**config.mk**
```make
export PLATFORM = sky130hd
export DESIGN_NAME = search_window_estimator_top
export DESIGN_NICKNAME = d
export VERILOG_FILES = /design/src/hdl/swe_pkg.sv /design/src/hdl/search_window_estimator_top.sv /design/src/hdl/swe_ctrl.sv /design/src/hdl/swe_dp.sv
export SDC_FILE = /design/constraint.sdc
export NUM_CORES = 2
export LEC_CHECK = 0
export CAP_MARGIN = 40
export CORE_ASPECT_RATIO = 2
export CORE_MARGIN = 4
export CORE_UTILIZATION = 35
export DETAILED_ROUTE_END_ITERATION = 10
export DONT_BUFFER_PORTS = 1
export GPL_TIMING_DRIVEN = 0
export PLACE_DENSITY = 0.51
export SLEW_MARGIN = 5
export SYNTH_ARGS = -nofsm -noshare
export SYNTH_HDL_FRONTEND = slang
export SYNTH_SLANG_ARGS = --single-unit
```
**constraint.sdc**
```tcl
create_clock -name i_clk -period 13.8 [get_ports i_clk]
set_input_delay 1.38 -clock i_clk [delete_from_list [all_inputs] [get_ports i_clk]]
set_output_delay 1.38 -clock i_clk [all_outputs]
set_load 0.005 [all_outputs]
```
**src/hdl/swe_pkg.sv**
```systemverilog
// Shared types, codes and default sizes of the search window estimator.
`timescale 1ns / 1ps
package swe_pkg;

    localparam int MAX_POINTS_DEF  = 65535;
    localparam int COORD_WIDTH_DEF = 20;

    // Coordinates carry this many fraction bits (Q11.8 at the default width).
    localparam int FRAC_BITS = 8;

    localparam logic [1:0] ST_OK    = 2'd0;
    localparam logic [1:0] ST_EMPTY = 2'd1;
    localparam logic [1:0] ST_OVF   = 2'd2;

    localparam logic [2:0] MUL_SQX = 3'd0;
    localparam logic [2:0] MUL_SQY = 3'd1;
    localparam logic [2:0] MUL_DEN = 3'd2;
    localparam logic [2:0] MUL_PN  = 3'd3;
    localparam logic [2:0] MUL_CP  = 3'd4;

    typedef struct packed {
        logic       acc;
        logic       ext;
        logic       mul_go;
        logic [2:0] mul_op;
        logic       sqrt_go;
        logic       div_go;
        logic       axis;
        logic       emit;
    } t_cmd;

    typedef struct packed {
        logic empty;
        logic mul_done;
        logic sqrt_done;
        logic div_done;
    } t_stat;

endpackage

```
**src/hdl/search_window_estimator_top.sv**
```systemverilog
// Top level of the search window estimator: controller and datapath.
`timescale 1ns / 1ps
// Points of the current cloud (mode 0) and the previous cloud (mode 1) are
// taken one per cycle: a transfer happens at each rising edge where start is
// high and busy is low. Every point updates its cloud's count, x and y sums
// and bounding box; a point that arrives while its cloud already holds
// MAX_POINTS points is dropped and marks overflow. The point flagged
// last_point closes both clouds: busy then rises and the block works out the
// rounded centroid difference (previous minus current), the larger extent of
// the two boxes on each axis, and half their diagonal rounded up to whole
// metres, W. The result transfer is a single cycle with o_valid high,
// carrying [d - W, d + W] for x and y, saturated to the coordinate range,
// and a status code (0 ok, 1 a cloud was empty, 2 overflow). The receiver
// cannot hold a result off, so it must take it in that cycle. After the
// last point busy stays high for the closing sequence, run on one shared
// shift-add multiplier (seven products of MB_W multiplier bits each, MB_W
// being the larger of the count width and COORD_WIDTH), a two-bit-per-cycle
// square root and a one-bit-per-cycle divider run twice. Empty clouds skip
// the arithmetic and go straight from the extent step to the output step.
// The result appears as busy falls, and the state is back at its reset
// values by then.
module search_window_estimator_top
    import swe_pkg::*;
#(
    parameter int MAX_POINTS  = MAX_POINTS_DEF,
    parameter int COORD_WIDTH = COORD_WIDTH_DEF
) (
    input  logic                          i_clk,
    input  logic                          i_rst_n,
    input  logic                          start,
    output logic                          busy,
    input  logic                          i_mode,
    input  logic signed [COORD_WIDTH-1:0] i_point_x,
    input  logic signed [COORD_WIDTH-1:0] i_point_y,
    input  logic                          i_last_point,
    output logic                          o_valid,
    output logic signed [COORD_WIDTH-1:0] o_x_low,
    output logic signed [COORD_WIDTH-1:0] o_x_high,
    output logic signed [COORD_WIDTH-1:0] o_y_low,
    output logic signed [COORD_WIDTH-1:0] o_y_high,
    output logic [1:0]                    o_status
);

    t_cmd  cmd;
    t_stat stat;

    // The controller sees start only while idle, so a raised start during
    // the closing sequence is ignored, as the handshake requires.
    swe_ctrl u_ctrl (
        .i_clk        (i_clk),
        .i_rst_n      (i_rst_n),
        .i_start      (start),
        .i_last_point (i_last_point),
        .i_stat       (stat),
        .o_cmd        (cmd),
        .o_busy       (busy)
    );

    swe_dp #(
        .MAX_POINTS  (MAX_POINTS),
        .COORD_WIDTH (COORD_WIDTH)
    ) u_dp (
        .i_clk     (i_clk),
        .i_rst_n   (i_rst_n),
        .i_cmd     (cmd),
        .i_mode    (i_mode),
        .i_point_x (i_point_x),
        .i_point_y (i_point_y),
        .o_stat    (stat),
        .o_x_low   (o_x_low),
        .o_x_high  (o_x_high),
        .o_y_low   (o_y_low),
        .o_y_high  (o_y_high),
        .o_status  (o_status),
        .o_valid   (o_valid)
    );

endmodule

```
**src/hdl/swe_ctrl.sv**
```systemverilog
// Sequencer of the search window estimator: accumulation, then the closing computation.
`timescale 1ns / 1ps
module swe_ctrl
    import swe_pkg::*;
(
    input  logic  i_clk,
    input  logic  i_rst_n,
    input  logic  i_start,
    input  logic  i_last_point,
    input  t_stat i_stat,
    output t_cmd  o_cmd,
    output logic  o_busy
);

    localparam logic [3:0] S_IDLE = 4'd0;
    localparam logic [3:0] S_EXT  = 4'd1;
    localparam logic [3:0] S_SQX  = 4'd2;
    localparam logic [3:0] S_SQY  = 4'd3;
    localparam logic [3:0] S_SQRT = 4'd4;
    localparam logic [3:0] S_DEN  = 4'd5;
    localparam logic [3:0] S_PN0  = 4'd6;
    localparam logic [3:0] S_CP0  = 4'd7;
    localparam logic [3:0] S_DIV0 = 4'd8;
    localparam logic [3:0] S_PN1  = 4'd9;
    localparam logic [3:0] S_CP1  = 4'd10;
    localparam logic [3:0] S_DIV1 = 4'd11;
    localparam logic [3:0] S_OUT  = 4'd12;

    logic [3:0] r_state, n_state;
    logic       r_launched, n_launched;

    always_ff @(posedge i_clk) begin
        if (!i_rst_n) begin
            r_state    <= S_IDLE;
            r_launched <= 1'b0;
        end else begin
            r_state    <= n_state;
            r_launched <= n_launched;
        end
    end

    always_comb begin
        n_state    = r_state;
        n_launched = r_launched;
        o_cmd      = '0;
        case (r_state)
            S_IDLE: begin
                if (i_start) begin
                    o_cmd.acc = 1'b1;
                    if (i_last_point) begin
                        n_state = S_EXT;
                    end
                end
            end
            S_EXT: begin
                o_cmd.ext = 1'b1;
                n_state   = i_stat.empty ? S_OUT : S_SQX;
            end
            S_SQX, S_SQY, S_DEN, S_PN0, S_CP0, S_PN1, S_CP1: begin
                case (r_state)
                    S_SQX:        o_cmd.mul_op = MUL_SQX;
                    S_SQY:        o_cmd.mul_op = MUL_SQY;
                    S_DEN:        o_cmd.mul_op = MUL_DEN;
                    S_PN0, S_PN1: o_cmd.mul_op = MUL_PN;
                    default:      o_cmd.mul_op = MUL_CP;
                endcase
                o_cmd.axis = (r_state == S_PN1) || (r_state == S_CP1);
                if (!r_launched) begin
                    o_cmd.mul_go = 1'b1;
                    n_launched   = 1'b1;
                end else if (i_stat.mul_done) begin
                    n_launched = 1'b0;
                    case (r_state)
                        S_SQX:   n_state = S_SQY;
                        S_SQY:   n_state = S_SQRT;
                        S_DEN:   n_state = S_PN0;
                        S_PN0:   n_state = S_CP0;
                        S_CP0:   n_state = S_DIV0;
                        S_PN1:   n_state = S_CP1;
                        default: n_state = S_DIV1;
                    endcase
                end
            end
            S_SQRT: begin
                if (!r_launched) begin
                    o_cmd.sqrt_go = 1'b1;
                    n_launched    = 1'b1;
                end else if (i_stat.sqrt_done) begin
                    n_launched = 1'b0;
                    n_state    = S_DEN;
                end
            end
            S_DIV0, S_DIV1: begin
                o_cmd.axis = (r_state == S_DIV1);
                if (!r_launched) begin
                    o_cmd.div_go = 1'b1;
                    n_launched   = 1'b1;
                end else if (i_stat.div_done) begin
                    n_launched = 1'b0;
                    n_state    = (r_state == S_DIV0) ? S_PN1 : S_OUT;
                end
            end
            S_OUT: begin
                o_cmd.emit = 1'b1;
                n_state    = S_IDLE;
            end
            default: begin
                n_state    = S_IDLE;
                n_launched = 1'b0;
            end
        endcase
    end

    assign o_busy = (r_state != S_IDLE);

endmodule

```
**src/hdl/swe_dp.sv**
```systemverilog
// Datapath of the search window estimator: accumulators and the shared serial arithmetic.
`timescale 1ns / 1ps
module swe_dp
    import swe_pkg::*;
#(
    parameter int MAX_POINTS  = MAX_POINTS_DEF,
    parameter int COORD_WIDTH = COORD_WIDTH_DEF
) (
    input  logic                          i_clk,
    input  logic                          i_rst_n,
    input  t_cmd                          i_cmd,
    input  logic                          i_mode,
    input  logic signed [COORD_WIDTH-1:0] i_point_x,
    input  logic signed [COORD_WIDTH-1:0] i_point_y,
    output t_stat                         o_stat,
    output logic signed [COORD_WIDTH-1:0] o_x_low,
    output logic signed [COORD_WIDTH-1:0] o_x_high,
    output logic signed [COORD_WIDTH-1:0] o_y_low,
    output logic signed [COORD_WIDTH-1:0] o_y_high,
    output logic [1:0]                    o_status,
    output logic                          o_valid
);

    localparam int CW     = COORD_WIDTH;
    localparam int CW1    = CW + 1;
    localparam int CNT_W  = $clog2(MAX_POINTS + 1);
    localparam int SUM_W  = CW + CNT_W;
    localparam int MB_W   = (CNT_W > CW) ? CNT_W : CW;
    localparam int MBC_W  = $clog2(MB_W);
    localparam int PW     = SUM_W + MB_W;
    localparam int NUM_W  = PW + 1;
    localparam int DEN_W  = 2 * CNT_W;
    localparam int DVD_W  = NUM_W + 1;
    localparam int DVC_W  = $clog2(DVD_W);
    localparam int D_W    = CW + 2;
    localparam int SW     = 2 * CW + 1;
    localparam int SQ_W   = SW + (SW % 2);
    localparam int SQ_N   = SQ_W / 2;
    localparam int SQC_W  = $clog2(SQ_N);
    localparam int SR_W   = CW + 3;
    localparam int RT_W   = CW + 1;
    localparam int W_W    = CW + 1;
    localparam int B_W    = CW + 3;
    localparam int M_SH   = FRAC_BITS + 1;

    localparam logic [CNT_W-1:0]       CNT_FULL  = CNT_W'(MAX_POINTS);
    localparam logic signed [CW-1:0]   COORD_MAX = {1'b0, {(CW-1){1'b1}}};
    localparam logic signed [CW-1:0]   COORD_MIN = {1'b1, {(CW-1){1'b0}}};
    localparam logic signed [B_W-1:0]  BND_MAX   = B_W'(COORD_MAX);
    localparam logic signed [B_W-1:0]  BND_MIN   = B_W'(COORD_MIN);
    localparam logic [RT_W:0]          RND_UP    = (RT_W+1)'((1 << M_SH) - 1);

    // Per cloud accumulators; index 0 is x, 1 is y.
    logic [CNT_W-1:0]        r_cnt_c, r_cnt_p;
    logic signed [SUM_W-1:0] r_sum_c [2];
    logic signed [SUM_W-1:0] r_sum_p [2];
    logic signed [CW-1:0]    r_min_c [2];
    logic signed [CW-1:0]    r_max_c [2];
    logic signed [CW-1:0]    r_min_p [2];
    logic signed [CW-1:0]    r_max_p [2];
    logic                    r_ovf;
    logic signed [CW-1:0]    px [2];

    assign px[0] = i_point_x;
    assign px[1] = i_point_y;

    always_ff @(posedge i_clk) begin
        if (!i_rst_n || i_cmd.emit) begin
            r_cnt_c <= '0;
            r_cnt_p <= '0;
            r_ovf   <= 1'b0;
            for (int k = 0; k < 2; k++) begin
                r_sum_c[k] <= '0;
                r_sum_p[k] <= '0;
                r_min_c[k] <= COORD_MAX;
                r_min_p[k] <= COORD_MAX;
                r_max_c[k] <= COORD_MIN;
                r_max_p[k] <= COORD_MIN;
            end
        end else if (i_cmd.acc) begin
            if (!i_mode) begin
                if (r_cnt_c == CNT_FULL) begin
                    r_ovf <= 1'b1;
                end else begin
                    r_cnt_c <= r_cnt_c + 1'b1;
                    for (int k = 0; k < 2; k++) begin
                        r_sum_c[k] <= r_sum_c[k] + SUM_W'(px[k]);
                        if (px[k] < r_min_c[k]) r_min_c[k] <= px[k];
                        if (px[k] > r_max_c[k]) r_max_c[k] <= px[k];
                    end
                end
            end else begin
                if (r_cnt_p == CNT_FULL) begin
                    r_ovf <= 1'b1;
                end else begin
                    r_cnt_p <= r_cnt_p + 1'b1;
                    for (int k = 0; k < 2; k++) begin
                        r_sum_p[k] <= r_sum_p[k] + SUM_W'(px[k]);
                        if (px[k] < r_min_p[k]) r_min_p[k] <= px[k];
                        if (px[k] > r_max_p[k]) r_max_p[k] <= px[k];
                    end
                end
            end
        end
    end

    logic empty;
    assign empty = (r_cnt_c == '0) || (r_cnt_p == '0);

    // Larger bounding extent of the two clouds on each axis.
    logic [CW-1:0]        r_ext [2];
    logic signed [CW:0]   ec [2];
    logic signed [CW:0]   ep [2];

    always_comb begin
        for (int k = 0; k < 2; k++) begin
            ec[k] = CW1'(r_max_c[k]) - CW1'(r_min_c[k]);
            ep[k] = CW1'(r_max_p[k]) - CW1'(r_min_p[k]);
        end
    end

    always_ff @(posedge i_clk) begin
        if (i_cmd.ext) begin
            for (int k = 0; k < 2; k++) begin
                r_ext[k] <= (ec[k] > ep[k]) ? ec[k][CW-1:0] : ep[k][CW-1:0];
            end
        end
    end

    // Shift-add multiplier, one multiplier bit per cycle.
    logic signed [PW-1:0] r_mul_a, r_mul_acc, n_mul_acc, ld_a;
    logic [MB_W-1:0]      r_mul_b, ld_b;
    logic [MBC_W-1:0]     r_mul_cnt;
    logic                 r_mul_run, r_mul_done, mul_last;
    logic [2:0]           r_mul_op;
    logic [SW-1:0]        r_s;
    logic signed [NUM_W-1:0] r_num;
    logic [DEN_W-1:0]     r_den;

    always_comb begin
        case (i_cmd.mul_op)
            MUL_SQX: begin
                ld_a = $signed(PW'(r_ext[0]));
                ld_b = MB_W'(r_ext[0]);
            end
            MUL_SQY: begin
                ld_a = $signed(PW'(r_ext[1]));
                ld_b = MB_W'(r_ext[1]);
            end
            MUL_DEN: begin
                ld_a = $signed(PW'(r_cnt_c));
                ld_b = MB_W'(r_cnt_p);
            end
            MUL_PN: begin
                ld_a = PW'(r_sum_p[i_cmd.axis]);
                ld_b = MB_W'(r_cnt_c);
            end
            MUL_CP: begin
                ld_a = PW'(r_sum_c[i_cmd.axis]);
                ld_b = MB_W'(r_cnt_p);
            end
            default: begin
                ld_a = '0;
                ld_b = '0;
            end
        endcase
    end

    assign n_mul_acc = r_mul_acc + (r_mul_b[0] ? r_mul_a : '0);
    assign mul_last  = (r_mul_cnt == MBC_W'(MB_W - 1));

    always_ff @(posedge i_clk) begin
        if (!i_rst_n) begin
            r_mul_run  <= 1'b0;
            r_mul_done <= 1'b0;
        end else begin
            r_mul_done <= r_mul_run && mul_last;
            if (i_cmd.mul_go) begin
                r_mul_run <= 1'b1;
            end else if (r_mul_run && mul_last) begin
                r_mul_run <= 1'b0;
            end
        end
    end

    always_ff @(posedge i_clk) begin
        if (i_cmd.mul_go) begin
            r_mul_a   <= ld_a;
            r_mul_b   <= ld_b;
            r_mul_acc <= '0;
            r_mul_cnt <= '0;
            r_mul_op  <= i_cmd.mul_op;
        end else if (r_mul_run) begin
            r_mul_a   <= r_mul_a <<< 1;
            r_mul_b   <= r_mul_b >> 1;
            r_mul_acc <= n_mul_acc;
            r_mul_cnt <= r_mul_cnt + 1'b1;
            if (mul_last) begin
                case (r_mul_op)
                    MUL_SQX: r_s   <= SW'(n_mul_acc);
                    MUL_SQY: r_s   <= r_s + SW'(n_mul_acc);
                    MUL_DEN: r_den <= DEN_W'(n_mul_acc);
                    MUL_PN:  r_num <= NUM_W'(n_mul_acc);
                    MUL_CP:  r_num <= r_num - NUM_W'(n_mul_acc);
                    default: r_num <= r_num;
                endcase
            end
        end
    end

    // Digit-by-digit square root, two radicand bits per cycle, then the
    // half diagonal rounded up to whole metres.
    logic [SQ_W-1:0]  r_sq_s;
    logic [SR_W-1:0]  r_sq_rem, sq_r2, sq_trial, n_sq_rem;
    logic [RT_W-1:0]  r_sq_root, n_sq_root;
    logic [SQC_W-1:0] r_sq_cnt;
    logic             r_sq_run, r_sq_done, sq_last, sq_ge;
    logic [W_W-1:0]   r_w, n_w;
    logic [RT_W:0]    m_ceil, m_floor1;

    assign sq_r2     = {r_sq_rem[SR_W-3:0], r_sq_s[SQ_W-1 -: 2]};
    assign sq_trial  = SR_W'({r_sq_root, 2'b01});
    assign sq_ge     = (sq_r2 >= sq_trial);
    assign n_sq_rem  = sq_ge ? (sq_r2 - sq_trial) : sq_r2;
    assign n_sq_root = {r_sq_root[RT_W-2:0], sq_ge};
    assign sq_last   = (r_sq_cnt == SQC_W'(SQ_N - 1));
    assign m_ceil    = ((RT_W+1)'(n_sq_root) + RND_UP) >> M_SH;
    assign m_floor1  = (RT_W+1)'(n_sq_root >> M_SH) + 1'b1;
    assign n_w       = (n_sq_rem == '0) ? W_W'(m_ceil << FRAC_BITS)
                                        : W_W'(m_floor1 << FRAC_BITS);

    always_ff @(posedge i_clk) begin
        if (!i_rst_n) begin
            r_sq_run  <= 1'b0;
            r_sq_done <= 1'b0;
        end else begin
            r_sq_done <= r_sq_run && sq_last;
            if (i_cmd.sqrt_go) begin
                r_sq_run <= 1'b1;
            end else if (r_sq_run && sq_last) begin
                r_sq_run <= 1'b0;
            end
        end
    end

    always_ff @(posedge i_clk) begin
        if (i_cmd.sqrt_go) begin
            r_sq_s    <= SQ_W'(r_s);
            r_sq_rem  <= '0;
            r_sq_root <= '0;
            r_sq_cnt  <= '0;
        end else if (r_sq_run) begin
            r_sq_s    <= r_sq_s << 2;
            r_sq_rem  <= n_sq_rem;
            r_sq_root <= n_sq_root;
            r_sq_cnt  <= r_sq_cnt + 1'b1;
            if (sq_last) begin
                r_w <= n_w;
            end
        end
    end

    // Restoring divider, one quotient bit per cycle. Half the divisor is
    // added to the magnitude first, so the quotient is rounded to nearest
    // with ties away from zero.
    logic [DVD_W-1:0]     r_div_dvd;
    logic [DEN_W-1:0]     r_div_rem, n_div_rem;
    logic [DEN_W:0]       div_trial;
    logic [D_W-1:0]       r_div_q, div_qf;
    logic [DVC_W-1:0]     r_div_cnt;
    logic                 r_div_run, r_div_done, r_div_neg, r_div_axis, div_last, div_ge;
    logic [NUM_W-1:0]     num_mag;
    logic signed [D_W-1:0] r_d [2];

    assign num_mag   = r_num[NUM_W-1] ? NUM_W'(-r_num) : NUM_W'(r_num);
    assign div_trial = {r_div_rem, r_div_dvd[DVD_W-1]};
    assign div_ge    = (div_trial >= {1'b0, r_den});
    assign n_div_rem = div_ge ? DEN_W'(div_trial - {1'b0, r_den}) : div_trial[DEN_W-1:0];
    assign div_qf    = {r_div_q[D_W-2:0], div_ge};
    assign div_last  = (r_div_cnt == DVC_W'(DVD_W - 1));

    always_ff @(posedge i_clk) begin
        if (!i_rst_n) begin
            r_div_run  <= 1'b0;
            r_div_done <= 1'b0;
        end else begin
            r_div_done <= r_div_run && div_last;
            if (i_cmd.div_go) begin
                r_div_run <= 1'b1;
            end else if (r_div_run && div_last) begin
                r_div_run <= 1'b0;
            end
        end
    end

    always_ff @(posedge i_clk) begin
        if (i_cmd.div_go) begin
            r_div_dvd  <= DVD_W'(num_mag) + DVD_W'(r_den >> 1);
            r_div_rem  <= '0;
            r_div_q    <= '0;
            r_div_cnt  <= '0;
            r_div_neg  <= r_num[NUM_W-1];
            r_div_axis <= i_cmd.axis;
        end else if (r_div_run) begin
            r_div_dvd <= r_div_dvd << 1;
            r_div_rem <= n_div_rem;
            r_div_q   <= div_qf;
            r_div_cnt <= r_div_cnt + 1'b1;
            if (div_last) begin
                r_d[r_div_axis] <= r_div_neg ? -$signed(div_qf) : $signed(div_qf);
            end
        end
    end

    // Window bounds, saturated to the coordinate range; zero when a cloud is empty.
    logic signed [B_W-1:0] bnd_w;
    logic signed [B_W-1:0] bnd_raw [4];
    logic signed [CW-1:0]  bnd_sat [4];
    logic [1:0]            n_status;

    always_comb begin
        bnd_w      = $signed(B_W'(r_w));
        bnd_raw[0] = B_W'(r_d[0]) - bnd_w;
        bnd_raw[1] = B_W'(r_d[0]) + bnd_w;
        bnd_raw[2] = B_W'(r_d[1]) - bnd_w;
        bnd_raw[3] = B_W'(r_d[1]) + bnd_w;
        for (int k = 0; k < 4; k++) begin
            if (empty) begin
                bnd_sat[k] = '0;
            end else if (bnd_raw[k] > BND_MAX) begin
                bnd_sat[k] = COORD_MAX;
            end else if (bnd_raw[k] < BND_MIN) begin
                bnd_sat[k] = COORD_MIN;
            end else begin
                bnd_sat[k] = bnd_raw[k][CW-1:0];
            end
        end
        if (empty) begin
            n_status = ST_EMPTY;
        end else if (r_ovf) begin
            n_status = ST_OVF;
        end else begin
            n_status = ST_OK;
        end
    end

    always_ff @(posedge i_clk) begin
        if (!i_rst_n) begin
            o_valid <= 1'b0;
        end else begin
            o_valid <= i_cmd.emit;
        end
    end

    always_ff @(posedge i_clk) begin
        if (i_cmd.emit) begin
            o_x_low  <= bnd_sat[0];
            o_x_high <= bnd_sat[1];
            o_y_low  <= bnd_sat[2];
            o_y_high <= bnd_sat[3];
            o_status <= n_status;
        end
    end

    assign o_stat.empty     = empty;
    assign o_stat.mul_done  = r_mul_done;
    assign o_stat.sqrt_done = r_sq_done;
    assign o_stat.div_done  = r_div_done;

endmodule
```
==> impl_results.md <==
- GP Congestion: 0.955
- Period minus WS final: 9020 ps
- Vias/cell: 5.32
- Maxcap violations: 0
- Post-Layout Cell Count: 10500
- Initial antenna violation count: 5
- Maximum VDD drop: 0.000125 V
- Clk sinks: 1006
- Arrival time worst endpoint: 9460 ps
- Setup Buffers After CTS: 0
- Worst Setup End Kind: flop
- Synth top cells by count: edfxtp_1 (793), nor2_1 (737), ha_1 (699)
- Initial drt markers: 2629
- Cts repair resizes: 0
- Post-synthesis cell area: 0.0710 mm2
- Via count: 56000
- Top FF cell, synth: edfxtp_1
- Multi-input gate area: 0.0400 mm2
- Crit share post-route: 65.4%
- Pin count of the biggest net entering global routing: 60
- Placed cells: 10300
- Global-route wire length before repair: 349000 um
- First-pass DRT Iterations: 6
- Row Count: 233
- CP max stage cell: a21oi_1
- Clock share of power: 20.5%
- Synth area leaders: edfxtp_1 (34%), ha_1 (12%), dfxtp_1 (6.0%), xnor2_1 (4.4%), nor2_1 (3.9%)
- CP required: 14240 ps
- Final setup vio count: 0
- DRC viols: 0
- EDFF count, synth: 793
- Net switching power: 6.42 mW
- Clock Skew: 74.7 ps
- IO buf count: 0
- Most frequent cell after synthesis: edfxtp_1
- Detail Route Antenna Nets: 0
- Register area: 0.0281 mm2
- RSZ-0062 raised after global routing: false
- Vias in the first global route: 59000
- Layout cells sized above 1: 6.23%
- Core area: 0.202 mm2
- #FFs+latches synth: 1006
- Register area share after synthesis: 39.5%
- Hold/Removal Path Class: flop to flop
- Sequential power share: 29.8%
- Die width: 327 um
- Initial Utilization: 35.2%
- Worst slew pin tran: 920 ps
- Die ar.: 0.211 mm2
- CTS Hold Buffers Added: 0
- Crit path top cell by count: a21oi_1
- GRT overflow: 0
- Hpwl dp: 192000 um
- Final hold violation count: 0
- Setup crit start kind: flop
- Fin nets: 8483
- H-tree levels: 3
- LEAKAGE: 32.7 nW
- Area Overhead vs Synth: 12.3%
- Syn nets: 8267
- Sw frac: 41.7%
- Share of the synthesized area in the top cell type: 33.5%
- Max-slew headroom: 38.3%
- Clk Latency, worst-skew pair: 760 ps
- Hold path depth: 2
- Reg2Reg Setup Slack: 4780 ps
- Reg clk slew, reported paths: 60 ps
- CP max stage delay: 700 ps
- Worst hold slack: 477 ps
- Yosys cell types: 116
- CTS root buf: clkbuf_16
- Critical path class: flop to flop
- GRT Util Overall: 21.6%
- Crit Path Max Fanout: 10
- Slew Limit Fails: 0
- Max Buffers Root-to-Sink: 3
- Setup TNS: 0 ps
- Comb pwr share: 49.8%
- Die Ht: 645 um
- Routed WL: 233000 um
- Syn_area_per_cell: 9.46 um2
- Delay-heaviest family, CP: compound AO/OA/AOI/OAI gates
- HP Start: u_dp.r_mul_acc[54]$_SDFFE_PP0P_
- Syn Inst Count: 7506
- Status: finished clean
- Buf/Inv on CP: 5
- Reg2Reg Launch Point: u_dp.r_mul_b[0]$_DFFE_PP_
- Io pins: 129
- Worst hold endpoint: u_dp.r_mul_acc[54]$_SDFFE_PP0P_
- Fmax: 111 MHz
- Pwr dens: 193 mW/mm2
- Warnings, synthesis: 0
- Cell count of the worst reg-to-reg path: 34
- CTS Buf Count: 104
- Post-synth ARST share: 0%
- Internal power: 8.96 mW
- Filler cells: 20200
- Avg WL per Cell: 22.1 um
- Largest area contributor in the netlist: edfxtp_1
- CTS tree: built
- Reg-to-reg endpoint: u_dp.r_num[55]$_DFFE_PP_
how the worst max path moves through the flow:
stage                                   startpoint                                 to  slack, ps  depth (start not counted)
floorplan           u_ctrl.r_state[2]$_SDFFE_PN0P_   u_dp.r_sum_p[0][0]$_SDFFCE_PN0P_       3470                          6
global placement    u_ctrl.r_state[2]$_SDFFE_PN0P_  u_dp.r_sum_p[0][33]$_SDFFCE_PN0P_      -3490                          6
detailed placement       u_dp.r_mul_b[0]$_DFFE_PP_           u_dp.r_num[55]$_DFFE_PP_       4770                         34
CTS                      u_dp.r_mul_b[0]$_DFFE_PP_           u_dp.r_num[55]$_DFFE_PP_       4720                         34
global route             u_dp.r_mul_b[0]$_DFFE_PP_           u_dp.r_num[55]$_DFFE_PP_       4240                         34
finish                   u_dp.r_mul_b[0]$_DFFE_PP_           u_dp.r_num[55]$_DFFE_PP_       4780                         34
placed cells by master, fill, tap and decap left out, types with 40 or more instances in the layout:
cell	n
a31oi_1	40
o21a_1	76
a21o_1	259
or3_1	41
ha_1	699
nand3_1	94
edfxtp_1	793
nand2b_1	120
xnor2_1	353
clkbuf_16	111
dfxtp_1	213
mux2i_1	219
o21ai_0	464
nor2b_1	125
inv_1	539
and3_1	55
nor2_1	734
o21bai_1	71
nor3_1	109
a211oi_1	84
a21oi_1	504
and2_1	140
mux2_2	63
nand4_1	76
clkbuf_1	243
xor2_1	204
nand2_1	552
logic make-up after synthesis:
kind of cell | count (synthesis) | synth area share [%]
AO/OA/AOI/OAI | 1905 | 17.1
XOR/XNOR | 562 | 7.01
flip-flops | 1006 | 39.5
multiplexers | 282 | 4.08
adder cells (fa/ha/maj) | 741 | 13.2
AND/OR/NAND/NOR | 2206 | 14.8
buffers and inverters | 804 | 4.29
final cells by class:
cell class              count  share of cell area, %
clock inverters            65                   1.03
multi-input cells        5696                   50.2
diodes                     10                 0.0314
inverters                 547                   2.57
flip-flops and latches   1006                   35.2
well taps                2702                   4.24
plain buffers             257                   1.25
clock buffers             132                   3.69
repair buffers            110                   1.81
metal layers:
| layer | global-route usage, % | up-vias | routed length (um) |
|---|---|---|---|
| li1 | - | 27500 | - |
| met2 | 45.0 | 1051 | 133000 |
| met4 | 15.2 | 0 | 19500 |
| met1 | 18.5 | 26900 | 73800 |
| met5 | 0 | - | 0 |
| met3 | 2.48 | 578 | 6680 |
registers in the layout, indices dropped and copies added, names as in the netlist, 21 cells and up:
register,count
u_dp.r_d,44
u_dp.r_den,32
u_dp.r_div_dvd,58
u_dp.r_div_q,21
u_dp.r_div_rem,32
u_dp.r_ext,40
u_dp.r_max_c,40
u_dp.r_max_p,40
u_dp.r_min_c,40
u_dp.r_min_p,40
u_dp.r_mul_a,56
u_dp.r_mul_acc,56
u_dp.r_num,57
u_dp.r_s,41
u_dp.r_sq_rem,21
u_dp.r_sq_root,21
u_dp.r_sq_s,42
u_dp.r_sum_c,72
u_dp.r_sum_p,72
stage by stage:
stage | power, mW | instance area [um2] | util [%] | setup slack (ps)
floorplan | 10.0 | 71000 | - | 3470
finish | 15.4 | 79800 | 39.5 | 4780
detailed placement | 12.3 | 76000 | 37.7 | 4770
CTS | 15.5 | 79700 | 39.5 | 4720
global placement | 12.0 | 74400 | 36.9 | -3490
global route | 16.5 | 79700 | 39.5 | 4240
power groups by stage:
stage | registers [mW] | clock network (mW) | logic (mW)
after floorplan | 4.50 | 0 | 5.50
final | 4.58 | 3.15 | 7.66
after detailed placement | 4.64 | 0 | 7.63
after global placement | 4.68 | 0 | 7.35
after CTS | 4.58 | 3.23 | 7.68
after global routing | 4.63 | 3.33 | 8.50
tightest hold or removal path, stage by stage (launching register included):
cell	delay, ps
dfxtp_1	310
nand2_1	60
a21oi_1	50
Power figures use the tool's default switching activity.
